$ cat src/hw/rtl/owtr_pkg.sv
// ----------------------------------------------------------------------------
// owtr_pkg: shared types and constants of the 1-Wire temperature reader
// Transaction payloads, register layout, sequencer phase codes and the
// command bytes sent to the sensor.
// ----------------------------------------------------------------------------
package owtr_pkg;

	localparam int CFG_DATA_W = 20;
	localparam int CFG_IDX_W  = 3;
	localparam int WORD_W     = 16;

	localparam logic [7:0] CMD_SKIP_ROM  = 8'hCC;
	localparam logic [7:0] CMD_CONVERT_T = 8'h44;
	localparam logic [7:0] CMD_READ_SCR  = 8'hBE;

	typedef enum logic [CFG_IDX_W-1:0] {
		REG_RESET_LOW     = 3'd0,
		REG_WRITE0_LOW    = 3'd1,
		REG_WRITE1_LOW    = 3'd2,
		REG_WRITE_RELEASE = 3'd3,
		REG_READ_LOW      = 3'd4,
		REG_READ_SAMPLE   = 3'd5,
		REG_READ_REST     = 3'd6,
		REG_CONVERT_WAIT  = 3'd7
	} cfg_reg_t;

	typedef struct packed {
		logic [9:0]  reset_low_us;
		logic [7:0]  write0_low_us;
		logic [7:0]  write1_low_us;
		logic [7:0]  write_release_us;
		logic [7:0]  read_low_us;
		logic [7:0]  read_sample_us;
		logic [7:0]  read_rest_us;
		logic [19:0] convert_wait_us;
	} cfg_t;

	localparam logic [9:0]  RST_RESET_LOW     = 10'd480;
	localparam logic [7:0]  RST_WRITE0_LOW    = 8'd65;
	localparam logic [7:0]  RST_WRITE1_LOW    = 8'd10;
	localparam logic [7:0]  RST_WRITE_RELEASE = 8'd61;
	localparam logic [7:0]  RST_READ_LOW      = 8'd2;
	localparam logic [7:0]  RST_READ_SAMPLE   = 8'd11;
	localparam logic [7:0]  RST_READ_REST     = 8'd48;
	localparam logic [19:0] RST_CONVERT_WAIT  = 20'd750000;

	typedef struct packed {
		logic cmd;
		logic line_level;
	} tick_t;

	typedef struct packed {
		logic              drive_low;
		logic              busy_res;
		logic              done_res;
		logic [WORD_W-1:0] temperature_word;
	} result_t;

	typedef enum logic [9:0] {
		PH_IDLE  = 10'b00_0000_0001,
		PH_RST   = 10'b00_0000_0010,
		PH_PRES  = 10'b00_0000_0100,
		PH_WLOW  = 10'b00_0000_1000,
		PH_WREL  = 10'b00_0001_0000,
		PH_GAP   = 10'b00_0010_0000,
		PH_CONV  = 10'b00_0100_0000,
		PH_RLOW  = 10'b00_1000_0000,
		PH_RREL  = 10'b01_0000_0000,
		PH_RREST = 10'b10_0000_0000
	} phase_t;

endpackage

$ cat src/hw/rtl/owtr_cfg.sv
// ----------------------------------------------------------------------------
// owtr_cfg: timing register file
// Holds the eight bus timing registers, written through the plain write port.
// ----------------------------------------------------------------------------
module owtr_cfg (
	input  logic                                clk,
	input  logic                                arst_n,
	input  logic                                cfg_we,
	input  logic [owtr_pkg::CFG_IDX_W-1:0]      cfg_index,
	input  logic [owtr_pkg::CFG_DATA_W-1:0]     cfg_data,
	output owtr_pkg::cfg_t                      cfg
);

	owtr_pkg::cfg_t cfg_q;

	always_ff @(posedge clk or negedge arst_n) begin
		if (!arst_n) begin
			cfg_q.reset_low_us     <= owtr_pkg::RST_RESET_LOW;
			cfg_q.write0_low_us    <= owtr_pkg::RST_WRITE0_LOW;
			cfg_q.write1_low_us    <= owtr_pkg::RST_WRITE1_LOW;
			cfg_q.write_release_us <= owtr_pkg::RST_WRITE_RELEASE;
			cfg_q.read_low_us      <= owtr_pkg::RST_READ_LOW;
			cfg_q.read_sample_us   <= owtr_pkg::RST_READ_SAMPLE;
			cfg_q.read_rest_us     <= owtr_pkg::RST_READ_REST;
			cfg_q.convert_wait_us  <= owtr_pkg::RST_CONVERT_WAIT;
		end else if (cfg_we) begin
			unique case (owtr_pkg::cfg_reg_t'(cfg_index))
				owtr_pkg::REG_RESET_LOW:     cfg_q.reset_low_us     <= cfg_data[9:0];
				owtr_pkg::REG_WRITE0_LOW:    cfg_q.write0_low_us    <= cfg_data[7:0];
				owtr_pkg::REG_WRITE1_LOW:    cfg_q.write1_low_us    <= cfg_data[7:0];
				owtr_pkg::REG_WRITE_RELEASE: cfg_q.write_release_us <= cfg_data[7:0];
				owtr_pkg::REG_READ_LOW:      cfg_q.read_low_us      <= cfg_data[7:0];
				owtr_pkg::REG_READ_SAMPLE:   cfg_q.read_sample_us   <= cfg_data[7:0];
				owtr_pkg::REG_READ_REST:     cfg_q.read_rest_us     <= cfg_data[7:0];
				owtr_pkg::REG_CONVERT_WAIT:  cfg_q.convert_wait_us  <= cfg_data[19:0];
				default: ;
			endcase
		end
	end

	assign cfg = cfg_q;

endmodule

$ cat src/hw/rtl/owtr_seq.sv
// ----------------------------------------------------------------------------
// owtr_seq: bus sequencer
// Phase, slot timer and bit counters; one tick is applied per step and the
// tick's result is produced combinationally from the current state.
// ----------------------------------------------------------------------------
module owtr_seq #(
	parameter int TIMER_BITS = 20,
	parameter int READ_BITS  = 16
) (
	input  logic                clk,
	input  logic                arst_n,
	input  logic                step,
	input  owtr_pkg::tick_t     tick,
	input  owtr_pkg::cfg_t      cfg,
	output owtr_pkg::result_t   res
);

	localparam int BC_W = $clog2(READ_BITS + 1);

	owtr_pkg::phase_t                 phase_q, ph_cur, ph_nxt;
	logic [TIMER_BITS-1:0]            timer_q, tm_cur, tm_nxt;
	logic [BC_W-1:0]                  bc_q, bc_cur, bc_nxt, bc_inc;
	logic                             ci_q, ci_cur, ci_nxt;
	logic                             sp_q, sp_cur, sp_nxt;
	logic [owtr_pkg::WORD_W-1:0]      shift_q, shift_nxt;
	logic                             done;

	function automatic logic [TIMER_BITS-1:0] load_time(input logic [31:0] v);
		logic [TIMER_BITS-1:0] t;
		t = v[TIMER_BITS-1:0];
		return (t == '0) ? TIMER_BITS'(1) : t;
	endfunction

	function automatic logic write_bit(input logic idx, input logic pass,
			input logic [2:0] pos);
		logic [7:0] cmd_byte;
		cmd_byte = !idx ? owtr_pkg::CMD_SKIP_ROM :
			(pass ? owtr_pkg::CMD_READ_SCR : owtr_pkg::CMD_CONVERT_T);
		return cmd_byte[pos];
	endfunction

	function automatic logic [TIMER_BITS-1:0] write_time(input owtr_pkg::cfg_t c,
			input logic b);
		return b ? load_time(32'(c.write1_low_us)) : load_time(32'(c.write0_low_us));
	endfunction

	always_comb begin
		ph_cur = phase_q;
		tm_cur = timer_q;
		bc_cur = bc_q;
		ci_cur = ci_q;
		sp_cur = sp_q;
		if (phase_q == owtr_pkg::PH_IDLE && tick.cmd) begin
			ph_cur = owtr_pkg::PH_RST;
			tm_cur = load_time(32'(cfg.reset_low_us));
			bc_cur = '0;
			ci_cur = 1'b0;
			sp_cur = 1'b0;
		end

		ph_nxt    = ph_cur;
		tm_nxt    = (tm_cur != '0) ? tm_cur - TIMER_BITS'(1) : '0;
		bc_nxt    = bc_cur;
		ci_nxt    = ci_cur;
		sp_nxt    = sp_cur;
		shift_nxt = shift_q;
		bc_inc    = bc_cur + BC_W'(1);
		done      = 1'b0;

		if (ph_cur != owtr_pkg::PH_IDLE && tm_nxt == '0) begin
			unique case (ph_cur)
				owtr_pkg::PH_RST: begin
					ph_nxt = owtr_pkg::PH_PRES;
					tm_nxt = load_time(32'(cfg.reset_low_us));
				end
				owtr_pkg::PH_PRES: begin
					ci_nxt = 1'b0;
					bc_nxt = '0;
					ph_nxt = owtr_pkg::PH_WLOW;
					tm_nxt = write_time(cfg, write_bit(1'b0, sp_cur, 3'd0));
				end
				owtr_pkg::PH_WLOW: begin
					ph_nxt = owtr_pkg::PH_WREL;
					tm_nxt = load_time(32'(cfg.write_release_us));
				end
				owtr_pkg::PH_WREL: begin
					bc_nxt = bc_inc;
					if (32'(bc_inc) < 32'd8) begin
						ph_nxt = owtr_pkg::PH_WLOW;
						tm_nxt = write_time(cfg, write_bit(ci_cur, sp_cur, bc_inc[2:0]));
					end else if (!ci_cur) begin
						ph_nxt = owtr_pkg::PH_GAP;
						tm_nxt = TIMER_BITS'(1);
					end else if (!sp_cur) begin
						ph_nxt = owtr_pkg::PH_CONV;
						tm_nxt = load_time(32'(cfg.convert_wait_us));
					end else begin
						bc_nxt    = '0;
						shift_nxt = '0;
						ph_nxt    = owtr_pkg::PH_RLOW;
						tm_nxt    = load_time(32'(cfg.read_low_us));
					end
				end
				owtr_pkg::PH_GAP: begin
					ci_nxt = 1'b1;
					bc_nxt = '0;
					ph_nxt = owtr_pkg::PH_WLOW;
					tm_nxt = write_time(cfg, write_bit(1'b1, sp_cur, 3'd0));
				end
				owtr_pkg::PH_CONV: begin
					sp_nxt = 1'b1;
					ph_nxt = owtr_pkg::PH_RST;
					tm_nxt = load_time(32'(cfg.reset_low_us));
				end
				owtr_pkg::PH_RLOW: begin
					ph_nxt = owtr_pkg::PH_RREL;
					tm_nxt = load_time(32'(cfg.read_sample_us));
				end
				owtr_pkg::PH_RREL: begin
					if (tick.line_level && 32'(bc_cur) < 32'(owtr_pkg::WORD_W))
						shift_nxt[bc_cur[3:0]] = 1'b1;
					ph_nxt = owtr_pkg::PH_RREST;
					tm_nxt = load_time(32'(cfg.read_rest_us));
				end
				owtr_pkg::PH_RREST: begin
					if (bc_inc >= BC_W'(READ_BITS)) begin
						done   = 1'b1;
						ph_nxt = owtr_pkg::PH_IDLE;
						tm_nxt = '0;
						bc_nxt = '0;
						ci_nxt = 1'b0;
						sp_nxt = 1'b0;
					end else begin
						bc_nxt = bc_inc;
						ph_nxt = owtr_pkg::PH_RLOW;
						tm_nxt = load_time(32'(cfg.read_low_us));
					end
				end
				default: begin
					ph_nxt = owtr_pkg::PH_IDLE;
					tm_nxt = '0;
				end
			endcase
		end else if (ph_cur == owtr_pkg::PH_IDLE) begin
			tm_nxt = tm_cur;
		end

		res.drive_low = (ph_cur == owtr_pkg::PH_RST) || (ph_cur == owtr_pkg::PH_WLOW) ||
			(ph_cur == owtr_pkg::PH_RLOW);
		res.busy_res         = (ph_cur != owtr_pkg::PH_IDLE);
		res.done_res         = done;
		res.temperature_word = shift_nxt;
	end

	always_ff @(posedge clk or negedge arst_n) begin
		if (!arst_n) begin
			phase_q <= owtr_pkg::PH_IDLE;
			timer_q <= '0;
			bc_q    <= '0;
			ci_q    <= 1'b0;
			sp_q    <= 1'b0;
			shift_q <= '0;
		end else if (step) begin
			phase_q <= ph_nxt;
			timer_q <= tm_nxt;
			bc_q    <= bc_nxt;
			ci_q    <= ci_nxt;
			sp_q    <= sp_nxt;
			shift_q <= shift_nxt;
		end
	end

endmodule

$ cat src/hw/rtl/one_wire_temperature_reader.sv
// One tick transaction is taken every clock cycle unless a stalled result
// register holds it back, and each gives exactly one result transaction; each
// tick stands for one microsecond of bus time. A tick passes an input register,
// then the sequencer updates its state and loads the result register together
// on the same step, and the result register stalling only holds back new ticks
// once the input register is also full. Bus timing is counted in ticks, not
// clock cycles, so the timing registers are in microseconds of tick stream.
// ----------------------------------------------------------------------------
// one_wire_temperature_reader: 1-Wire master reading a temperature sensor
// Issues reset, Skip ROM, Convert T, waits, then reset, Skip ROM, Read
// Scratchpad and samples the temperature word LSB first.
// ----------------------------------------------------------------------------
module one_wire_temperature_reader #(
	parameter int TIMER_BITS = 20,
	parameter int READ_BITS  = 16
) (
	input  logic                            clk,
	input  logic                            arst_n,
	input  logic                            tick_valid,
	output logic                            tick_ready,
	input  owtr_pkg::tick_t                 tick,
	output logic                            result_valid,
	input  logic                            result_ready,
	output owtr_pkg::result_t               result,
	input  logic                            cfg_we,
	input  logic [owtr_pkg::CFG_IDX_W-1:0]  cfg_index,
	input  logic [owtr_pkg::CFG_DATA_W-1:0] cfg_data
);

	owtr_pkg::cfg_t    cfg;
	owtr_pkg::tick_t   tick_s1;
	logic              tick_vld_s1;
	owtr_pkg::result_t res;
	owtr_pkg::result_t result_q;
	logic              result_vld_q;
	logic              step;

	assign step       = tick_vld_s1 && (!result_vld_q || result_ready);
	assign tick_ready = !tick_vld_s1 || step;

	always_ff @(posedge clk or negedge arst_n) begin
		if (!arst_n) begin
			tick_vld_s1 <= 1'b0;
		end else if (tick_ready) begin
			tick_vld_s1 <= tick_valid;
		end
	end

	always_ff @(posedge clk) begin
		if (tick_valid && tick_ready) begin
			tick_s1 <= tick;
		end
	end

	owtr_cfg u_cfg (
		.clk       (clk),
		.arst_n    (arst_n),
		.cfg_we    (cfg_we),
		.cfg_index (cfg_index),
		.cfg_data  (cfg_data),
		.cfg       (cfg)
	);

	owtr_seq #(
		.TIMER_BITS (TIMER_BITS),
		.READ_BITS  (READ_BITS)
	) u_seq (
		.clk    (clk),
		.arst_n (arst_n),
		.step   (step),
		.tick   (tick_s1),
		.cfg    (cfg),
		.res    (res)
	);

	always_ff @(posedge clk or negedge arst_n) begin
		if (!arst_n) begin
			result_vld_q <= 1'b0;
		end else if (step) begin
			result_vld_q <= 1'b1;
		end else if (result_ready) begin
			result_vld_q <= 1'b0;
		end
	end

	always_ff @(posedge clk) begin
		if (step) begin
			result_q <= res;
		end
	end

	assign result_valid = result_vld_q;
	assign result       = result_q;

endmodule

$ cat config.mk
export PLATFORM = sky130hd
export DESIGN_NAME = one_wire_temperature_reader
export DESIGN_NICKNAME = d
export VERILOG_FILES = /design/src/hw/rtl/owtr_pkg.sv /design/src/hw/rtl/owtr_cfg.sv /design/src/hw/rtl/owtr_seq.sv /design/src/hw/rtl/one_wire_temperature_reader.sv
export SDC_FILE = /design/constraint.sdc
export NUM_CORES = 1
export LEC_CHECK = 0
export BUFFER_PORTS_ARGS = -buffer_cell sky130_fd_sc_hd__buf_4
export CAP_MARGIN = 40
export CELL_PAD_IN_SITES_DETAIL_PLACEMENT = 0
export CELL_PAD_IN_SITES_GLOBAL_PLACEMENT = 1
export CORE_MARGIN = 4
export CORE_UTILIZATION = 49
export DETAILED_ROUTE_END_ITERATION = 8
export PLACE_DENSITY_LB_ADDON = 0.1
export SYNTH_ARGS = -nofsm -noshare
export SYNTH_HDL_FRONTEND = slang
export SYNTH_HIERARCHICAL = 1
export SYNTH_SLANG_ARGS = --single-unit
$ cat constraint.sdc
create_clock -name clk -period 5.2 [get_ports clk]
set_input_delay 1.3 -clock clk [delete_from_list [all_inputs] [get_ports clk]]
set_output_delay 1.3 -clock clk [all_outputs]
set_load 0.005 [all_outputs]
==> results.py <==
metrics = {
    "synth": {
        "synthSimpleGateAreaFrac": 0.1866,
        "ys_seq_elements": 154,
        "synthDistinctLibCells": 81,
        "synth_cells": 828,
        "synth_top_area_frac": 0.3001,
        "synthArstFlopShare": 0.8636,
        "syn-num-nets": 863,
        "post_synth_fa_ha_maj_area_fraction": 0.007283,
        "synthFlopType": "dfrtp_1",
        "yosysWarnings": 6,
        "ys_seq_area_frac": 0.4653,
        "synth.top_cells.by_area": "dfrtp_1 (30%), mux2_2 (11%), dfstp_2 (9.2%)",
        "synthTopCellsByCount": "dfrtp_1 (103), mux2_2 (86), nand2_1 (59)",
        "synth-xor-area-share": 0.009177,
        "synth_top_family_by_area": "simple AND/OR/NAND/NOR gates",
        "post_synth.cell_area_avg_um2": 10.37,
        "synth_edf_count": 21,
        "synth_top_cell_by_area": "dfrtp_1",
        "yosysMostFrequentCell": "dfrtp_1",
        "syn_area_um2": 8589,
        "synth_mux_area_frac": 0.1366,
        "synth-compound-area-share": 0.1567,
    },
    "global_route": {
        "grt_max_degree": 49,
        "grt_usage": 0.2531,
        "use_met1": 0.3400,
        "grt_pass1_wl_um": 39310,
        "antenna_found_initial": 0,
        "grt_util_met3": 0.04746,
        "overflow": 0,
        "grt_pass1_vias": 7010,
        "met2_usage": 0.4078,
        "grt_busiest_layer": "met2",
    },
    "sta": {
        "drv_slew": 0,
        "slew_headroom": 0.4056,
        "min_period_ns": 4.819,
        "whs_ns": 0.4967,
        "worst-slew-pin-transition_ns": 0.8848,
        "grt_setup_unrepaired": "false",
        "finalCritPeriodShare": 0.9267,
        "fin_setup_tns_ns": 0,
        "fin_skew_ns": 0.009368,
        "setup_violations": 0,
        "hold_violations": 0,
        "max_freq_ghz": 0.2075,
    },
    "floorplanning": {
        "core_area_um2": 17240,
        "io-pin-count": 51,
        "fp.dieW_um": 140.4,
        "die_y_um": 140.4,
        "initial_core_util": 0.4983,
        "rows": 48,
        "dieArea_um2": 19710,
    },
    "finish": {
        "antennaDiodeCount": 0,
        "area_growth_pct": 13.62,
        "nets": 911,
        "drive_above_1_share": 0.2700,
    },
    "critical_path": {
        "crit_path_start_kind": "flop",
        "cp.depth": 15,
        "critical_path.top_delay_family": "simple AND/OR/NAND/NOR gates",
        "cp_max_fo": 27,
        "worstSetupEndpointType": "flop",
        "crit_slowest_cell": "or2_1",
        "cp_cell_sequence": "and3b_1, nand3_4, buf_4, nor2_1, a21oi_1, ha_1, nor2b_2, nand3_1, o21ai_0, a31oi_1, a2111oi_4, and4_2, nand2_4, or2_1, o2bb2ai_1",
        "cp.arrival_ns": 5.12,
        "slowest_delay_ns": 0.45,
        "r2r_cells": 15,
        "path_buf_inv": 1,
        "critPathRequiredTime_ns": 5.51,
        "path_class": "reg2reg",
    },
    "pwr": {
        "pwr_density_cell_nw_per_um2": 389.2,
        "p_leak_nw": 4.064,
        "power.total_mw": 3.799,
        "ir_worst_vdd_v": 0.0002670,
    },
    "drt": {
        "vias": 7031,
        "drtPass1Iterations": 6,
        "drcViolationCount": 0,
        "ant_nets": 0,
        "wirelength_um": 24470,
        "viasPerCell": 6.311,
        "drt_iter0_markers": 541,
        "wl_per_cell_um": 21.97,
    },
    "cts": {
        "h-tree-depth": 4,
        "cts_buffer_depth": 2,
        "cts_hold_buf": 0,
        "cts_root_buf": "clkbuf_16",
        "cts_setup_buffers": 0,
        "clk_pin_slew_ns": 0.06,
        "postCtsResizedCells": 0,
        "worstSkewPairLatency_ns": 0.43,
        "cts_tree": "done",
        "cts_inserted_buffers": 17,
        "cts_sinks": 154,
    },
    "placed_design": {
        "port_buffers": 50,
        "finalWeightedCongestion": 0.9479,
        "dp_hpwl_um": 18080,
    },
    "min_path": {
        "hold_path.class": "reg2reg",
        "min_path_cells": 1,
    },
    "run": {
        "maxCapViolCount": 0,
    },
    "outcome": {
        "status": "finished, final reports clean",
    },
}
[cell type report]
cell class,count,area [µm²]
clock buffer,22,495.5
clock inverter,10,77.57
fill,1527,7477
inverter,31,116.4
multi-input combinational,602,4269
sequential,154,3996
tap,225,281.5
timing repair buffer,70,523.0
[flip-flops by register name, summed over array words and instances, names as in the netlist]
register	count
result_valid	1
u_seq/shift_q	16
u_seq/phase_q	10
tick_s1	2
u_seq/sp_q	1
u_seq/bc_q	5
u_seq/timer_q	20
u_seq/ci_q	1
result	19
u_cfg/cfg	78
tick_vld_s1	1
[per-layer routing]
| layer | vias up | part of all wire |
|---|---|---|
| met3 | 51 | 0.055 |
| met2 | 282 | 0.48 |
| met4 | 0 | 0.034 |
| li1 | 3217 | - |
| met5 | - | 0 |
| met1 | 3481 | 0.43 |
[report_power, final]
part	switching (mW)	total [mW]	internal [mW]
registers	0.242	1.72	1.48
clock network	0.517	1.20	0.686
logic	0.495	0.879	0.384
[cells in the final DEF (no fill, tap or decap), types with 18 or more instances in the layout]
cell type and n:
dfrtp_1 103, mux2_2 86, buf_4 69, nand2_1 59
nor2_1 53, o21ai_0 40, a21oi_1 37, nand3_1 33
nor3_1 32, inv_1 31, dfstp_2 30, edfxtp_1 21
mux2i_1 19, nor4_1 19, nand2b_1 18, clkbuf_16 18
[kinds of logic after synthesis]
family,after synthesis
muxes,106
buffers and inverters,72
adders and majority gates,5
and+or+nand+nor,286
AOI/OAI and AO/OA,196
xor gates and xnor gates,9
DFF,154
[final timing paths]
kind	to	from	slack, ns
setup / recovery	u_seq/shift_q[12]	u_seq/phase_q[1]	0.38
hold / removal	u_seq/shift_q[6]	u_seq/shift_q[6]	0.50
setup reg to reg	u_seq/shift_q[12]	u_seq/phase_q[1]	0.38
hold reg to reg	u_seq/shift_q[6]	u_seq/shift_q[6]	0.50
max in group asynchronous	u_cfg/cfg[75]	arst_n	3.29
min in group asynchronous	u_seq/shift_q[9]	arst_n	0.88
[per-stage QoR]
step | std cells | cell area (µm²) | util | setup WS [ns]
after global placement | 1081 | 9178 | 0.5324 | 0.4681
after floorplan | 828 | 8589 | - | 0.4803
final | 1114 | 9759 | 0.5662 | 0.3809
after global routing | 1114 | 9759 | 0.5662 | 0.01532
after detailed placement | 1082 | 9183 | 0.5327 | 0.3052
after CTS | 1114 | 9756 | 0.5660 | 0.3076
(Power assumes the default switching activity.)
